File: src/hw/rtl/urc_pkg.sv
// shared types, constants and functions for the ipv4 udp receive checker
// no dependencies
package urc_pkg;

    localparam int COUNTER_WIDTH_DEF = 32;
    localparam int QUEUE_DEPTH_DEF   = 4;

    localparam logic [7:0]  PROTO_UDP = 8'h11;
    localparam logic [15:0] ONES16    = 16'hFFFF;
    localparam logic [15:0] UDP_PSEUDO_PROTO = 16'h0011;

    typedef enum logic [2:0] {
        ST_ACCEPT    = 3'd0,
        ST_BAD_IP    = 3'd1,
        ST_NOT_UDP   = 3'd2,
        ST_BAD_UDP   = 3'd3,
        ST_TRUNCATED = 3'd4
    } t_status;

    typedef struct packed {
        logic [15:0] packet_word;
        logic        last;
        logic        odd_tail;
    } t_req;

    typedef struct packed {
        logic [2:0]  status;
        logic [31:0] source_address;
        logic [31:0] dest_address;
        logic [15:0] source_port;
        logic [15:0] dest_port;
        logic [15:0] payload_length;
        logic [31:0] packets_seen;
        logic [31:0] bad_header_count;
    } t_result;

    // per-packet summary handed from front to back
    typedef struct packed {
        logic [15:0] hsum;
        logic [15:0] usum;
        logic [4:0]  hw;
        logic [7:0]  proto;
        logic [31:0] src;
        logic [31:0] dst;
        logic [15:0] sport;
        logic [15:0] dport;
        logic [15:0] ulen;
        logic [15:0] sumf;
        logic [17:0] rcv;
    } t_pkt;

    function automatic logic [15:0] oc_add(input logic [15:0] a, input logic [15:0] b);
        logic [16:0] s;
        s = {1'b0, a} + {1'b0, b};
        return s[15:0] + {15'd0, s[16]};
    endfunction

    // bytes of a udp word at byte offset off that fall inside the udp length
    function automatic logic [15:0] udp_part(input logic [15:0] w, input logic [16:0] off,
                                             input logic [15:0] ulen);
        logic [17:0] o1;
        o1 = {1'b0, off} + 18'd1;
        if (off >= {1'b0, ulen}) begin
            return 16'd0;
        end else if (o1 >= {2'b00, ulen}) begin
            return {w[15:8], 8'h00};
        end
        return w;
    endfunction

endpackage

File: src/hw/rtl/ipv4_udp_receive_checker_unit.sv
// ipv4 udp receive checker, top level
// depends on urc_pkg, urc_front, urc_queue, urc_back
//
// usage:
//   input channel (i_valid / o_stall / i_req) carries one 16-bit big-endian
//   packet word per request, header first, with last and odd_tail marks
//   output channel (o_valid / i_stall / o_result) carries one verdict per
//   packet with captured addresses, ports, payload length and counters
//   config channel (i_cfg_valid / o_cfg_ready / i_cfg_data) writes the udp
//   check enable; always ready, write only while idle
// throughput: one word per cycle; o_stall rises only when the summary queue
//   (QUEUE_DEPTH packets) is full, which happens only under output stall
// path: after the last word is taken, the queue entry is written on the accepting
//   edge, then the checksum sum stage and then the output register are loaded,
//   after which the verdict shows on o_valid
// reset: counters, captures and word position clear, udp check enabled
// receiver stall: result holds; the pipeline then the queue fill, then the
//   input stalls
module ipv4_udp_receive_checker_unit #(
    parameter int COUNTER_WIDTH = urc_pkg::COUNTER_WIDTH_DEF,
    parameter int QUEUE_DEPTH   = urc_pkg::QUEUE_DEPTH_DEF
) (
    input  logic             i_clk,
    input  logic             i_rst_n,
    input  logic             i_valid,
    output logic             o_stall,
    input  urc_pkg::t_req    i_req,
    output logic             o_valid,
    input  logic             i_stall,
    output urc_pkg::t_result o_result,
    input  logic             i_cfg_valid,
    output logic             o_cfg_ready,
    input  logic             i_cfg_data
);
    import urc_pkg::*;

    logic r_udp_en;
    logic acc, push, pop, q_valid, q_full;
    t_pkt f_pkt, q_pkt;

    assign o_cfg_ready = 1'b1;
    assign o_stall     = q_full;
    assign acc         = i_valid && !q_full;

    always_ff @(posedge i_clk) begin
        if (!i_rst_n) begin
            r_udp_en <= 1'b1;
        end else if (i_cfg_valid) begin
            r_udp_en <= i_cfg_data;
        end
    end

    urc_front u_front (
        .i_clk   (i_clk),
        .i_rst_n (i_rst_n),
        .i_acc   (acc),
        .i_req   (i_req),
        .o_push  (push),
        .o_pkt   (f_pkt)
    );

    urc_queue #(.DEPTH(QUEUE_DEPTH)) u_queue (
        .i_clk   (i_clk),
        .i_rst_n (i_rst_n),
        .i_push  (push),
        .i_pkt   (f_pkt),
        .i_pop   (pop),
        .o_valid (q_valid),
        .o_full  (q_full),
        .o_pkt   (q_pkt)
    );

    urc_back #(.COUNTER_WIDTH(COUNTER_WIDTH)) u_back (
        .i_clk     (i_clk),
        .i_rst_n   (i_rst_n),
        .i_udp_en  (r_udp_en),
        .i_q_valid (q_valid),
        .i_pkt     (q_pkt),
        .o_pop     (pop),
        .o_valid   (o_valid),
        .i_stall   (i_stall),
        .o_result  (o_result)
    );

endmodule

File: src/hw/rtl/urc_front.sv
// front end: takes packet words, runs header and udp sums, captures fields
// depends on urc_pkg; emits one packet summary per last word
module urc_front (
    input  logic          i_clk,
    input  logic          i_rst_n,
    input  logic          i_acc,
    input  urc_pkg::t_req i_req,
    output logic          o_push,
    output urc_pkg::t_pkt o_pkt
);
    import urc_pkg::*;

    logic [15:0] r_idx, n_idx;
    logic [15:0] r_hsum, n_hsum, r_usum, n_usum;
    logic [4:0]  r_hw, n_hw;
    logic [7:0]  r_proto, n_proto;
    logic [31:0] r_src, n_src, r_dst, n_dst;
    logic [15:0] r_sport, n_sport, r_dport, n_dport, r_ulen, n_ulen, r_sumf, n_sumf;

    logic        odd, first;
    logic [15:0] w, k;
    logic [15:0] b_hsum, b_usum, b_ulen;

    always_comb begin
        odd   = i_req.last & i_req.odd_tail;
        w     = odd ? {i_req.packet_word[15:8], 8'h00} : i_req.packet_word;
        first = (r_idx == 16'd0);
        n_hw    = first ? {w[11:8], 1'b0} : r_hw;
        b_hsum  = first ? 16'd0 : r_hsum;
        b_usum  = first ? 16'd0 : r_usum;
        b_ulen  = first ? 16'd0 : r_ulen;
        n_proto = first ? 8'd0  : r_proto;
        n_src   = first ? 32'd0 : r_src;
        n_dst   = first ? 32'd0 : r_dst;
        n_sport = first ? 16'd0 : r_sport;
        n_dport = first ? 16'd0 : r_dport;
        n_ulen  = b_ulen;
        n_sumf  = first ? 16'd0 : r_sumf;
        n_hsum  = b_hsum;
        n_usum  = b_usum;
        k       = r_idx - {11'd0, n_hw};

        if (r_idx < {11'd0, n_hw}) begin
            n_hsum = oc_add(b_hsum, w);
        end

        case (r_idx)
            16'd4: n_proto = w[7:0];
            16'd6: n_src[31:16] = w;
            16'd7: n_src[15:0] = w;
            16'd8: n_dst[31:16] = w;
            16'd9: n_dst[15:0] = w;
            default: ;
        endcase

        if (r_idx >= {11'd0, n_hw}) begin
            case (k)
                16'd0: n_sport = w;
                16'd1: n_dport = w;
                16'd2: n_ulen = w;
                16'd3: n_sumf = w;
                default: n_usum = oc_add(b_usum, udp_part(w, {k, 1'b0}, b_ulen));
            endcase
        end

        if (i_req.last) begin
            n_idx = 16'd0;
        end else if (r_idx != ONES16) begin
            n_idx = r_idx + 16'd1;
        end else begin
            n_idx = r_idx;
        end

        o_pkt.hsum  = n_hsum;
        o_pkt.usum  = n_usum;
        o_pkt.hw    = n_hw;
        o_pkt.proto = n_proto;
        o_pkt.src   = n_src;
        o_pkt.dst   = n_dst;
        o_pkt.sport = n_sport;
        o_pkt.dport = n_dport;
        o_pkt.ulen  = n_ulen;
        o_pkt.sumf  = n_sumf;
        o_pkt.rcv   = {1'b0, r_idx, 1'b0} + 18'd2 - {17'd0, odd};
        o_push      = i_acc & i_req.last;
    end

    always_ff @(posedge i_clk) begin
        if (!i_rst_n) begin
            r_idx   <= 16'd0;
            r_hsum  <= 16'd0;
            r_usum  <= 16'd0;
            r_hw    <= 5'd0;
            r_proto <= 8'd0;
            r_src   <= 32'd0;
            r_dst   <= 32'd0;
            r_sport <= 16'd0;
            r_dport <= 16'd0;
            r_ulen  <= 16'd0;
            r_sumf  <= 16'd0;
        end else if (i_acc) begin
            r_idx   <= n_idx;
            r_hsum  <= n_hsum;
            r_usum  <= n_usum;
            r_hw    <= n_hw;
            r_proto <= n_proto;
            r_src   <= n_src;
            r_dst   <= n_dst;
            r_sport <= n_sport;
            r_dport <= n_dport;
            r_ulen  <= n_ulen;
            r_sumf  <= n_sumf;
        end
    end

endmodule

File: src/hw/rtl/urc_queue.sv
// short queue of packet summaries between front and back
// depends on urc_pkg
module urc_queue #(
    parameter int DEPTH = urc_pkg::QUEUE_DEPTH_DEF
) (
    input  logic          i_clk,
    input  logic          i_rst_n,
    input  logic          i_push,
    input  urc_pkg::t_pkt i_pkt,
    input  logic          i_pop,
    output logic          o_valid,
    output logic          o_full,
    output urc_pkg::t_pkt o_pkt
);
    import urc_pkg::*;

    localparam int PW = (DEPTH > 1) ? $clog2(DEPTH) : 1;
    localparam int CW = $clog2(DEPTH + 1);

    t_pkt          r_mem [DEPTH];
    logic [PW-1:0] r_wp, r_rp;
    logic [CW-1:0] r_cnt;

    assign o_valid = (r_cnt != CW'(0));
    assign o_full  = (r_cnt == CW'(DEPTH));
    assign o_pkt   = r_mem[r_rp];

    always_ff @(posedge i_clk) begin
        if (i_push) begin
            r_mem[r_wp] <= i_pkt;
        end
    end

    always_ff @(posedge i_clk) begin
        if (!i_rst_n) begin
            r_wp  <= '0;
            r_rp  <= '0;
            r_cnt <= '0;
        end else begin
            if (i_push) begin
                r_wp <= (r_wp == PW'(DEPTH - 1)) ? '0 : r_wp + PW'(1);
            end
            if (i_pop) begin
                r_rp <= (r_rp == PW'(DEPTH - 1)) ? '0 : r_rp + PW'(1);
            end
            if (i_push && !i_pop) begin
                r_cnt <= r_cnt + CW'(1);
            end else if (!i_push && i_pop) begin
                r_cnt <= r_cnt - CW'(1);
            end
        end
    end

endmodule

File: src/hw/rtl/urc_back.sv
// back end: verdict, pseudo-header checksum, counters and output register
// depends on urc_pkg
module urc_back #(
    parameter int COUNTER_WIDTH = urc_pkg::COUNTER_WIDTH_DEF
) (
    input  logic             i_clk,
    input  logic             i_rst_n,
    input  logic             i_udp_en,
    input  logic             i_q_valid,
    input  urc_pkg::t_pkt    i_pkt,
    output logic             o_pop,
    output logic             o_valid,
    input  logic             i_stall,
    output urc_pkg::t_result o_result
);
    import urc_pkg::*;

    logic        r_s1_valid, r_out_valid;
    logic [2:0]  r_s1_status;
    logic        r_s1_chk;
    logic [19:0] r_s1_sum;
    logic [31:0] r_s1_src, r_s1_dst;
    logic [15:0] r_s1_sport, r_s1_dport, r_s1_ulen;
    t_result     r_out;

    logic [COUNTER_WIDTH-1:0] r_pkt_cnt, n_pkt_cnt, r_bad_cnt, n_bad_cnt;
    logic [63:0] pkt_wide, bad_wide;

    logic        adv_out, s1_take;
    logic [2:0]  n_status;
    logic        n_chk;
    logic [17:0] hw2, udpb;
    logic [19:0] n_sum;
    logic [16:0] fold1;
    logic [15:0] fold2;
    logic [2:0]  fin_status;

    always_comb begin
        adv_out = !r_out_valid || !i_stall;
        s1_take = !r_s1_valid || adv_out;
        o_pop   = i_q_valid && s1_take;

        hw2  = {12'd0, i_pkt.hw, 1'b0};
        udpb = i_pkt.rcv - hw2;
        n_chk = 1'b0;
        if (i_pkt.hw < 5'd10 || i_pkt.rcv < hw2) begin
            n_status = ST_TRUNCATED;
        end else if (i_pkt.hsum != ONES16) begin
            n_status = ST_BAD_IP;
        end else if (i_pkt.proto != PROTO_UDP) begin
            n_status = ST_NOT_UDP;
        end else if (udpb < 18'd8 || udpb < {2'b00, i_pkt.ulen}) begin
            n_status = ST_TRUNCATED;
        end else begin
            n_status = ST_ACCEPT;
            n_chk    = i_udp_en && (i_pkt.sumf != 16'd0);
        end

        n_sum = {4'd0, i_pkt.usum} + {4'd0, i_pkt.src[31:16]} + {4'd0, i_pkt.src[15:0]}
              + {4'd0, i_pkt.dst[31:16]} + {4'd0, i_pkt.dst[15:0]}
              + {4'd0, UDP_PSEUDO_PROTO} + {4'd0, i_pkt.ulen}
              + {4'd0, udp_part(i_pkt.sport, 17'd0, i_pkt.ulen)}
              + {4'd0, udp_part(i_pkt.dport, 17'd2, i_pkt.ulen)}
              + {4'd0, udp_part(i_pkt.ulen, 17'd4, i_pkt.ulen)}
              + {4'd0, udp_part(i_pkt.sumf, 17'd6, i_pkt.ulen)};

        fold1 = {1'b0, r_s1_sum[15:0]} + {13'd0, r_s1_sum[19:16]};
        fold2 = fold1[15:0] + {15'd0, fold1[16]};
        if (r_s1_chk) begin
            fin_status = (fold2 != ONES16) ? ST_BAD_UDP : ST_ACCEPT;
        end else begin
            fin_status = r_s1_status;
        end

        n_pkt_cnt = r_pkt_cnt + COUNTER_WIDTH'(1);
        n_bad_cnt = (fin_status == ST_BAD_IP) ? r_bad_cnt + COUNTER_WIDTH'(1) : r_bad_cnt;
        pkt_wide  = 64'(n_pkt_cnt);
        bad_wide  = 64'(n_bad_cnt);
    end

    always_ff @(posedge i_clk) begin
        if (o_pop) begin
            r_s1_status <= n_status;
            r_s1_chk    <= n_chk;
            r_s1_sum    <= n_sum;
            r_s1_src    <= i_pkt.src;
            r_s1_dst    <= i_pkt.dst;
            r_s1_sport  <= i_pkt.sport;
            r_s1_dport  <= i_pkt.dport;
            r_s1_ulen   <= i_pkt.ulen;
        end
        if (r_s1_valid && adv_out) begin
            r_out.status           <= fin_status;
            r_out.source_address   <= r_s1_src;
            r_out.dest_address     <= r_s1_dst;
            r_out.source_port      <= r_s1_sport;
            r_out.dest_port        <= r_s1_dport;
            r_out.payload_length   <= (r_s1_ulen >= 16'd8) ? r_s1_ulen - 16'd8 : 16'd0;
            r_out.packets_seen     <= pkt_wide[31:0];
            r_out.bad_header_count <= bad_wide[31:0];
        end
    end

    always_ff @(posedge i_clk) begin
        if (!i_rst_n) begin
            r_s1_valid  <= 1'b0;
            r_out_valid <= 1'b0;
            r_pkt_cnt   <= '0;
            r_bad_cnt   <= '0;
        end else begin
            if (s1_take) begin
                r_s1_valid <= i_q_valid;
            end
            if (adv_out) begin
                r_out_valid <= r_s1_valid;
            end
            if (r_s1_valid && adv_out) begin
                r_pkt_cnt <= n_pkt_cnt;
                r_bad_cnt <= n_bad_cnt;
            end
        end
    end

    assign o_valid  = r_out_valid;
    assign o_result = r_out;

endmodule

File: config.mk
export PLATFORM = sky130hd
export DESIGN_NAME = ipv4_udp_receive_checker_unit
export DESIGN_NICKNAME = d
export VERILOG_FILES = /design/src/hw/rtl/urc_pkg.sv /design/src/hw/rtl/ipv4_udp_receive_checker_unit.sv /design/src/hw/rtl/urc_front.sv /design/src/hw/rtl/urc_queue.sv /design/src/hw/rtl/urc_back.sv
export SDC_FILE = /design/constraint.sdc
export NUM_CORES = 2
export LEC_CHECK = 0
export CAP_MARGIN = 20
export CORE_MARGIN = 4
export CORE_UTILIZATION = 39
export DETAILED_ROUTE_END_ITERATION = 16
export DONT_BUFFER_PORTS = 1
export GPL_TIMING_DRIVEN = 0
export PLACE_DENSITY = 0.52
export REMOVE_ABC_BUFFERS = 1
export SLEW_MARGIN = 10
export SYNTH_ARGS = -nofsm -noshare
export SYNTH_HDL_FRONTEND = slang
export SYNTH_SLANG_ARGS = --single-unit
File: constraint.sdc
create_clock -name i_clk -period 28.5 [get_ports i_clk]
set_input_delay 1.425 -clock i_clk [delete_from_list [all_inputs] [get_ports i_clk]]
set_output_delay 1.425 -clock i_clk [all_outputs]
set_load 0.05 [all_outputs]
==> metrics.csv <==
stage,metric,value,unit
outcome,outcome,"finished, final reports clean",
timing,Worst-Margin Slew,1.14,ns
die,Top Ports,206,
die,die height,405,µm
setup_path,Setup CP Type,register to register,
timing,Final TNS setup,0,ns
timing,final worst slack,17.98,ns
die,die area,164000,µm²
timing,Max Clk Rate,95.1,MHz
global_routing,Total Routing Usage GR,0.195,
logic_synthesis,post-synth top area cell,edfxtp_1,
logic_synthesis,sequential area share after synthesis,0.613,
setup_path,Worst Setup End Kind,register,
global_routing,initial antenna violation count,5,
die,core box area,156000,µm²
clocking,CTS Buffer Depth,3,
timing,Final Hold Viols,0,
detailed_routing,first-pass detailed-route iteration total,6,
detailed_routing,ANT nets after route,0,
setup_path,crit-path leading delay family,compound AO/OA/AOI/OAI gates,
min_path,HP Class,register to register,
job,max-cap violations,0,
die,die width,405,µm
setup_path,CP Data Required Time,29.02,ns
global_routing,first-pass GRT wire length,237,mm
timing,ratio of final minimum period to clock period,0.369,
place,Setup WS pre-CTS,17.93,ns
cells_and_area,layout net count,4890,
logic_synthesis,number of flops mapped to enable cells by yosys,1079,
timing,Tmin final,10.52,ns
clocking,CTS HTree Levels,4,
logic_synthesis,top-count cell post-synth,edfxtp_1,
setup_path,crit path max fanout,52,
setup_path,Crit-path slowest cell,dfxtp_1,
cells_and_area,Layout area overhead,13.5,%
detailed_routing,via count,35855,
cells_and_area,Final Util,0.446,
timing,Max-slew headroom,0.238,
setup_path,Crit path largest cell delay,0.55,ns
logic_synthesis,synthesized area per cell,13.6,µm²
global_routing,vias in the first global route,35519,
detailed_routing,final wirelength,160,mm
place,Buffers on Ports,0,
clocking,CTS sink cnt,1344,
clocking,Post-CTS Setup Repair Bufs,0,
logic_synthesis,synthesized area,61500,µm²
clocking,CTS tree,built,
logic_synthesis,Cell variety after synth,83,
place,Placed Instances,6456,
logic_synthesis,Area contributors post-synth,"edfxtp_1, dfxtp_1, mux4_2, ha_1, fa_1",
clocking,TritonCTS buffer count,148,
setup_path,CP Buf/Inv Count,2,
timing,RSZ-0062 raised after global routing,false,
logic_synthesis,synth cell count leaders,"edfxtp_1, nand2_1, dfxtp_1",
setup_path,most used cell along the critical path,ha_1,
setup_path,WP data arrival,11.04,ns
clocking,Clock Pin Slew Worst Setup and Hold Paths,0.06,ns
global_routing,largest net degree at the start of global routing,256,
timing,Setup Viol. Count Final,0,
setup_path,worst reg2reg setup slack,17.98,ns
cells_and_area,layout cell share with drive strength beyond 1,0.116,
detailed_routing,drc violations,0,
timing,final slew viol count,0,
global_routing,Overflow after GRT,0,
logic_synthesis,ys flop type,edfxtp_1,
detailed_routing,DR iter-0 viols,2973,
detailed_routing,drt wl/cell,23.8,µm
cells_and_area,fin cells,6729,
clocking,Post-CTS Hold Buffers,0,
die,Starting Density,0.393,
clocking,"Clk Latency, worst-skew pair",0.79,ns
logic_synthesis,Synth Register Bits,1344,
timing,Setup Skew,0.0337,ns
logic_synthesis,Post-synth ARST share,0,
logic_synthesis,Syn. warnings,0,
detailed_routing,vias per inst,5.33,
clocking,post-cts repair resize count,0,
place,Post-DP HPWL,110,mm
logic_synthesis,top-area cell type share of the netlist area,0.527,
setup_path,Startpoint Class,register,
clocking,CTS Root Cell,clkbuf_16,
place,Routability Congestion,0.848,
logic_synthesis,Syn Inst Count,4528,
die,Std-Cell Rows,145,
[per-layer routing]
layer	vias up	GRT usage	wire length, µm
met5	-	0	0
met4	0	0.0512	3630
met3	190	0.0332	8170
met2	862	0.325	77700
met1	18105	0.265	70600
li1	16698	-	-
[flip-flops by register name (all words and copies together), names as in the netlist, 20 cells and up, named ones only]
name and flops:
u_back.r_bad_cnt 32, u_back.r_s1_src 32, u_back.r_pkt_cnt 32, u_back.r_s1_sum 20, u_back.r_s1_dst 32, u_back.o_result 179
u_front.r_src 32, u_front.r_dst 32, u_queue.r_mem 764
[placed cells by master, fill, tap and decap left out, types with 65 or more instances in the layout]
master / netlist / routed
mux4_2: 154 / 154
a21boi_0: 88 / 88
nand2_1: 430 / 425
nor2_1: 164 / 164
xor2_1: 80 / 80
clkbuf_16: 0 / 150
xnor2_1: 173 / 173
and2_1: 133 / 133
inv_1: 262 / 261
ha_1: 202 / 202
a21oi_1: 79 / 78
o21ai_0: 200 / 195
nor2b_1: 66 / 65
dfxtp_1: 265 / 263
fa_1: 116 / 116
nand3_1: 223 / 220
edfxtp_1: 1079 / 1079
[per-stage QoR]
step / area, µm² / hold WS (ns)
after floorplan: 60700 / 0.400
after global placement: 63300 / 0.401
after detailed placement: 64900 / 0.405
after CTS: 69800 / 0.407
after global routing: 69800 / 0.414
final: 69800 / 0.409
[cells by family (layout without fill, tap and decap cells)]
family,Yosys count,after routing,share of synthesized area
other,1,2,0.0000610
XOR/XNOR,254,254,0.0364
buffers and inverters,459,601,0.0285
multiplexers,209,209,0.0659
AND/OR/NAND/NOR,1284,1284,0.103
adder cells (fa/ha/maj),318,318,0.0789
flip-flops,1344,1344,0.613
AO/OA/AOI/OAI,659,659,0.0743
[layout make-up]
class	count	area, µm²
clock inverter	71	788
timing repair buffer	67	1480
sequential	1344	37700
clock buffer	201	4080
fill	13948	86600
multi-input combinational	2725	22100
antenna	1	2.50
inverter	262	991
tap	2058	2570
[worst paths after layout]
| kind | start | to | cells after the start |
|---|---|---|---|
| setup / recovery | u_front.r_idx[10] | u_queue.r_mem[2][168] | 41 |
| hold / removal | u_back.r_s1_sport[1] | u_back.o_result[97] | 0 |
| setup reg to reg | u_front.r_idx[10] | u_queue.r_mem[2][168] | 41 |
| hold reg to reg | u_back.r_s1_sport[1] | u_back.o_result[97] | 0 |
[worst reg2reg max path, delay by kind of cell, from the launching register on]
kind                       cells  cell delay [ns]
adders and majority gates      6             1.79
and+or+nand+nor               16             3.28
buffers and inverters          2             0.50
xor gates and xnor gates       1             0.16
DFF                            1             0.55
AOI/OAI and AO/OA             16             4.01
Power is left out: the tool's default activity adds up to more than one toggle a clock period on the data nets, which glitch-free logic cannot reach.
